### src/rtl/ibd_pkg.sv
`default_nettype none

package ibd_pkg;

  localparam int PIX_W       = 8;
  localparam int SUM_W       = 16;
  localparam int FACTOR_W    = 5;
  localparam int DIM_W       = 13;
  localparam int ROW_W       = 12;
  localparam int RECIP_W     = 25;
  localparam int RECIP_SHIFT = 26;
  localparam int PROD_W      = SUM_W + RECIP_W;

  localparam logic [DIM_W-1:0]    HEIGHT_LIMIT = 13'd4096;
  localparam logic [FACTOR_W-1:0] GAUSS_FACTOR = 5'd3;

  localparam logic [1:0] REG_SCALE  = 2'd0;
  localparam logic [1:0] REG_WIDTH  = 2'd1;
  localparam logic [1:0] REG_HEIGHT = 2'd2;
  localparam logic [1:0] REG_COLOR  = 2'd3;

  typedef struct packed {
    logic       in_block;
    logic       sc0;
    logic       first;
    logic [1:0] wshift;
    logic       blk_wr;
    logic       last;
    logic       row_end;
    logic       frame_end;
  } pix_ctl_t;

  typedef struct packed {
    logic       accept;
    logic       acc_en;
    logic       wr_en;
    logic       load2;
    logic       load3;
    logic       first;
    logic       sc0;
    logic [1:0] wshift;
  } lane_cmd_t;

  // Reciprocals rounded up, scaled by 2**RECIP_SHIFT, of the block divisor.
  // The Gaussian factor divides by 16.
  function automatic logic [RECIP_W-1:0] recip_of(input logic [FACTOR_W-1:0] f);
    logic [RECIP_W-1:0] r;
    case (f)
      5'd2:    r = 25'd16777216;
      5'd3:    r = 25'd4194304;
      5'd4:    r = 25'd4194304;
      5'd6:    r = 25'd1864136;
      5'd8:    r = 25'd1048576;
      5'd10:   r = 25'd671089;
      5'd12:   r = 25'd466034;
      5'd14:   r = 25'd342393;
      5'd16:   r = 25'd262144;
      5'd18:   r = 25'd207127;
      5'd20:   r = 25'd167773;
      5'd22:   r = 25'd138655;
      5'd24:   r = 25'd116509;
      5'd26:   r = 25'd99274;
      5'd28:   r = 25'd85599;
      5'd30:   r = 25'd74566;
      default: r = '0;
    endcase
    return r;
  endfunction

endpackage

`default_nettype wire

### src/rtl/ibd_ctrl.sv
`default_nettype none

module ibd_ctrl #(
  parameter int MAX_WIDTH  = 4096,
  parameter int MAX_FACTOR = 16,
  localparam int DEPTH     = MAX_WIDTH / 2,
  localparam int AW        = (DEPTH > 1) ? $clog2(DEPTH) : 1
) (
  input  wire logic                             clk,
  input  wire logic                             rst_n,
  input  wire logic                             accept,
  input  wire logic                             restart,
  input  wire logic [ibd_pkg::FACTOR_W-1:0]     scale,
  input  wire logic [ibd_pkg::DIM_W-1:0]        width,
  input  wire logic [ibd_pkg::DIM_W-1:0]        height,
  output ibd_pkg::pix_ctl_t                     ctl,
  output logic      [AW-1:0]                    addr
);

  localparam int ICW = $clog2(MAX_WIDTH);
  localparam int WEW = $clog2(MAX_WIDTH + 1);
  localparam int CW  = ((WEW > ibd_pkg::DIM_W) ? WEW : ibd_pkg::DIM_W) + 1;
  localparam int SW  = (MAX_FACTOR > 32) ? ibd_pkg::FACTOR_W : $clog2(MAX_FACTOR);
  localparam int EW  = ibd_pkg::FACTOR_W + 1;
  localparam int RW  = ibd_pkg::DIM_W + 1;

  localparam logic [CW-1:0] MAXW = CW'(MAX_WIDTH);
  localparam logic [6:0]    MAXF = 7'(MAX_FACTOR);

  logic [ICW-1:0]             ic_r, ic_nxt;
  logic [ibd_pkg::ROW_W-1:0]  ir_r, ir_nxt;
  logic [SW-1:0]              sc_r, sc_nxt;
  logic [SW-1:0]              sr_r, sr_nxt;
  logic [AW-1:0]              oc_r, oc_nxt;
  logic                       row_ok_r, row_ok_nxt;

  logic                       gauss, valid;
  logic [CW-1:0]              w_eff, col_sum;
  logic [ibd_pkg::DIM_W-1:0]  h_eff;
  logic [RW-1:0]              row_sum;
  logic                       col_ok, in_block, sc_end, sr_end, ic_last, ir_last;

  always_comb begin
    gauss = (scale == ibd_pkg::GAUSS_FACTOR);
    valid = gauss || (scale >= 5'd2 && !scale[0] && {2'b00, scale} <= MAXF);

    if (width == '0 || CW'(width) > MAXW) begin
      w_eff = MAXW;
    end else begin
      w_eff = CW'(width);
    end
    if (height == '0 || height > ibd_pkg::HEIGHT_LIMIT) begin
      h_eff = ibd_pkg::HEIGHT_LIMIT;
    end else begin
      h_eff = height;
    end

    col_sum    = CW'(ic_r) + CW'(scale);
    row_sum    = RW'(ir_r) + RW'(scale);
    col_ok     = (sc_r == '0) ? (col_sum <= w_eff) : 1'b1;
    row_ok_nxt = (sr_r == '0) ? (row_sum <= RW'(h_eff)) : row_ok_r;
    in_block   = valid && col_ok && row_ok_nxt;
    sc_end     = (EW'(sc_r) + EW'(1)) >= EW'(scale);
    sr_end     = (EW'(sr_r) + EW'(1)) >= EW'(scale);
    ic_last    = (CW'(ic_r) + CW'(1)) >= w_eff;
    ir_last    = (RW'(ir_r) + RW'(1)) >= RW'(h_eff);

    ctl.in_block  = in_block;
    ctl.sc0       = (sc_r == '0);
    ctl.first     = (sc_r == '0) && (sr_r == '0);
    ctl.wshift    = gauss ? (2'(sr_r == SW'(1)) + 2'(sc_r == SW'(1))) : 2'd0;
    ctl.blk_wr    = in_block && sc_end;
    ctl.last      = in_block && sc_end && sr_end;
    ctl.row_end   = col_sum >= w_eff;
    ctl.frame_end = (col_sum >= w_eff) && (row_sum >= RW'(h_eff));

    sc_nxt = sc_r;
    oc_nxt = oc_r;
    ic_nxt = ic_r;
    ir_nxt = ir_r;
    sr_nxt = sr_r;
    if (in_block) begin
      if (sc_end) begin
        sc_nxt = '0;
        oc_nxt = oc_r + AW'(1);
      end else begin
        sc_nxt = sc_r + SW'(1);
      end
    end
    if (ic_last) begin
      ic_nxt = '0;
      sc_nxt = '0;
      oc_nxt = '0;
      if (ir_last) begin
        ir_nxt = '0;
        sr_nxt = '0;
      end else begin
        ir_nxt = ir_r + ibd_pkg::ROW_W'(1);
        sr_nxt = (valid && !sr_end) ? sr_r + SW'(1) : '0;
      end
    end else begin
      ic_nxt = ic_r + ICW'(1);
    end
  end

  always_ff @(posedge clk) begin
    if (!rst_n || restart) begin
      ic_r     <= '0;
      ir_r     <= '0;
      sc_r     <= '0;
      sr_r     <= '0;
      oc_r     <= '0;
      row_ok_r <= 1'b0;
    end else if (accept) begin
      ic_r     <= ic_nxt;
      ir_r     <= ir_nxt;
      sc_r     <= sc_nxt;
      sr_r     <= sr_nxt;
      oc_r     <= oc_nxt;
      row_ok_r <= row_ok_nxt;
    end
  end

  assign addr = oc_r;

endmodule

`default_nettype wire

### config.mk
export PLATFORM = sky130hd
export DESIGN_NAME = ibd_ctrl
export DESIGN_NICKNAME = d
export VERILOG_FILES = /design/src/rtl/ibd_pkg.sv /design/src/rtl/ibd_ctrl.sv
export SDC_FILE = /design/constraint.sdc
export NUM_CORES = 1
export LEC_CHECK = 0
export BUFFER_PORTS_ARGS = -buffer_cell sky130_fd_sc_hd__buf_2
export CAP_MARGIN = 25
export CORE_MARGIN = 2
export CORE_UTILIZATION = 55
export CTS_BUF_LIST = sky130_fd_sc_hd__clkbuf_8
export DETAILED_ROUTE_END_ITERATION = 6
export GPL_TIMING_DRIVEN = 0
export PLACE_DENSITY = 0.8
export SETUP_SLACK_MARGIN = 0.3
export SYNTH_ARGS = -nofsm -noshare
export SYNTH_HDL_FRONTEND = slang
export SYNTH_SLANG_ARGS = --single-unit
### constraint.sdc
create_clock -name clk -period 5.2 [get_ports clk]
set_clock_uncertainty 0.15 [all_clocks]
set_input_delay 0.52 -clock clk [delete_from_list [all_inputs] [get_ports clk]]
set_output_delay 0.52 -clock clk [all_outputs]
set_load 0.1 [all_outputs]
### Word level (Yosys, flattened, before mapping)

Cells that the tools add are included.
Widths: inputs -> output; s select.

* register bits after elaboration: 44
* input port bits: 35
* output and inout bits: 20
* word-level logic and storage cells: 73

* add/subtract/negate cells: 12
* order comparisons: 12
* eq/ne operators: 3
* muxes and demuxes: 15
* reduce and logical (&&, ||, !) cells: 25

Operator list (number)
* $mux 11: 3
* $ge 13x14->1: 2
* $add 12x1->13 const B: 2
* $add 12x5->13: 2
* $ge 13x13->1: 2
* $gt 13x13->1 const B: 2
* $logic_not 13->1: 2
* $mux 13: 2
* $add 12x1->12 const B: 2
* $mux 12: 2
* $mux 4: 5
* $le 13x14->1: 1
* $le 13x13->1: 1
* $add 11x1->11 const B: 1
* $add 4x1->5 const B: 2
* $ge 5x5->1: 2
* $logic_and 1x1->1: 9
* $add 4x1->4 const B: 2
* $eq 4x1->1 const B: 2
* $logic_not 4->1: 2
* $eq 5x2->1 const B: 1
* $ge 5x2->1 const B: 1
* $le 5x5->1 const B: 1
* $logic_or 1x1->1: 4
* 7 further kinds: 12

### Logic depth before layout (Yosys ltp)

* depth after elaboration: 9
* depth in mapped cells: 19
* depth with buffers taken out: 19

### Worst setup path before layout

No wires, ideal clock.

* path type: input to output
* start: input scale[0] (netlist bit)
* end: output ctl[0] (netlist bit)
* arrival: 5.779 ns
* required time: 4.530 ns
* slack: -1.249 ns
* stages on the path: 15
* path buffers: 0
* cells stage by stage: ha_1 -> inv_1 -> fa_1 -> inv_1 -> a21oi_1 -> o21bai_1 -> a21o_1 -> nand4_1 -> nor2_1 -> xor2_1 -> ha_1 -> nand3_1 -> or3_2 -> nand3_1 -> a21boi_0

RTL lines
* start, declared: line ibd_ctrl.sv:13 `input wire logic [ibd_pkg::FACTOR_W-1:0] scale,`
* end, declared: line ibd_ctrl.sv:16 `output ibd_pkg::pix_ctl_t ctl,`

==> impl_metrics.yaml <==
grt:
  grt_pass1_wl_mm: 22.2
  grt_use_total: 0.274
  grt_pass1_vias: 4808
  antenna_found_initial: 0
  grt_max_degree: 13
  grt.overflow.total: 0
drt:
  first_pass_iters: 5
  drt_wl_total_mm: 13.5
  drc_errors: 0
  wl_per_cell_um: 16.5
  dr.first_iter.drc_count: 249
  viasPerCell: 6.13
  final_antenna_net_count: 0
  vias: 5023
power:
  leakage_nw: 2.57
  p_clk_frac: 0.325
  power_w: 0.000774
  power.density_nw_per_um2: 137
  internal_power_w: 0.000544
  p_switching_w: 0.000229
  peakVddDrop_mv: 0.101
  seq_power_share: 0.437
  pwr-share-comb: 0.238
  swShare: 0.297
synthesis:
  synth_xor_area_frac: 0.0789
  ys_seq_elements: 44
  synth_compound_area_frac: 0.197
  syn_avg_cell_area_um2: 7.67
  synthesis.nets: 756
  netlist_area_um2: 4880
  synth_top_family_by_area: "simple AND/OR/NAND/NOR gates"
  synth_warnings: 0
  synth.mux.area_fraction: 0
  ys_seq_area_frac: 0.180
  synthCells: 637
  yosys.area_share.simple: 0.269
  synth_cell_types: 61
  synth-edff-count: 0
  synth-main-ff-cell: "dfxtp_1"
  async_flop_share: 0
  synthAdderAreaFrac: 0.218
worst_setup_path:
  crit_arrival_ns: 4.11
  required_ns: 4.53
  path_class: "flop to primary output"
  start_kind: "flop"
  crit_fanout: 8
  end_kind: "primary output"
finish:
  drive_gt1_frac: 0.164
  syn_to_final_growth_pct: 15.8
  final_common_cell: "ha_1"
  nFillCells: 746
  stdcell_count: 820
  layout_common_cells: "81 x ha_1, 64 x nand2_1, 55 x a21oi_1"
  fin_util: 0.652
  n_antenna_cell: 0
  nNetsFinal: 832
sta:
  setup_viol: 0
  finalMaxSlewViolations: 0
  worst_slack_ns: 0.423
  finalCritPeriodShare: 0.919
  tightestPinTransition_ns: 0.755
  layout_min_cycle_time_ns: 4.78
  worst_hold_slack_ns: 0.343
  maxSlewHeadroom: 0.494
  rsz0062_at_grt: "yes"
  final-hold-violation-count: 0
  clock.fmax_mhz: 209
placed_design:
  dp_slack_ns: -0.286
  gp_congestion: 0.936
  dp_cells: 798
  port_buffers: 53
  dp_hpwl_mm: 10.4
flow_run:
  maxCapViolCount: 0
clock_tree:
  htreeDepth: 2
  cts_buffers: 5
  clk_pin_slew_ns: 0.08
  clk_latency_ns: 0.30
  postCtsHoldBufs: 0
  root_buffer: "clkbuf_8"
  cts_tree: "built"
  cts_sinks: 44
  cts_buffer_depth: 2
die:
  pin_count: 55
  fp.dieArea_um2: 9650
  fp-row-count: 34
  die_h_um: 98.2
  die_width_um: 98.2
  core_region_area_um2: 8680
  start_util: 0.563
worst_hold_path:
  hp-class: "flop to flop"
status:
  status: "finished clean"
==> layout make-up <==
cell class,instances,area (um2),share of cell area
Multi-Input combinational cell,533,3810,0.674
Sequential cell,44,890,0.157
Inverter,34,131,0.0232
Timing Repair Buffer,69,428,0.0757
Tap cell,108,135,0.0239
Clock inverter,1,30.0,0.00531
Clock buffer,5,68.8,0.0122
Buffer,26,160,0.0283
==> Yosys cell counts (all sizes together), types with 20 or more instances <==
library cell / number / share of area
a21oi: 58 / 0.061
clkbuf: 20 / 0.024
dfxtp: 44 / 0.18
ha: 82 / 0.21
inv: 34 / 0.026
nand2: 65 / 0.050
nand2b: 26 / 0.033
nand3: 39 / 0.043
nor2: 40 / 0.031
o21ai: 24 / 0.025
xnor2: 23 / 0.041
xor2: 21 / 0.038
==> worst max-delay path, stage by stage, from the launching register on <==
cell	delay (ns)
dfxtp_4	0.39
ha_1	0.17
inv_1	0.06
fa_1	0.39
inv_1	0.07
a21oi_1	0.06
o21ai_1	0.16
a21o_1	0.17
nand2_2	0.10
nor2_1	0.15
xor2_1	0.18
ha_1	0.28
a21oi_1	0.12
o21ai_0	0.14
a221oi_2	0.40
a221o_2	0.34
nand3_4	0.15
clkbuf_16	0.21
nor2_4	0.09
buf_12	0.18
==> path summary, 6_finish.rpt <==
check / end / depth (start not counted) / slack [ns] / start
worst max register to register: addr[10] / 19 / 0.84 / ir_r[0]
worst max-delay path: ctl[2] / 19 / 0.42 / ir_r[0]
worst min-delay path: sr_r[1] / 2 / 0.34 / sr_r[1]
worst min register to register: sr_r[1] / 2 / 0.34 / sr_r[1]
==> per-layer routing <==
metal	track usage	share of wire
met1	0.359	0.44
met2	0.486	0.48
met5	0	0
met3	0.0222	0.061
met4	0.0759	0.018
==> power groups by stage <==
stage	clock network [W]	logic (W)	registers, W
floorplan	0	0.000111	0.000347
global placement	0	0.000157	0.000347
detailed placement	0	0.000166	0.000347
CTS	0.000253	0.000174	0.000339
global route	0.000267	0.000203	0.000339
finish	0.000252	0.000184	0.000338
==> stage by stage <==
stage / setup TNS [ns] / instance area [um2]
floorplan: 0 / 4890
global placement: -0.309 / 5290
detailed placement: -0.752 / 5290
CTS: 0 / 5520
global route: 0 / 5660
finish: 0 / 5660
==> kinds of logic (layout without fill, tap and decap cells) <==
kind of cell    count (synthesis)  after routing
buf+inv                        60            135
flops                          44             44
compound gates                152            152
fa+ha+maj                      84             84
simple gates                  253            253
xor+xnor                       44             44
==> sequential cells by signal, summed over array words and instances (netlist names) <==
| signal | cells |
|---|---|
| ic_r | 12 |
| row_ok_r | 1 |
| sc_r | 4 |
| sr_r | 4 |
| addr | 11 |
| ir_r | 12 |
==> timing repair <==
item                                    CTS  global route
setup buffers                             5            11
pin swaps                                 7            15
endpoints found under the setup margin    3             3
gates cloned                              0             0
resized for setup                        22            16
Note: power is estimated with default switching activity, not from simulation.
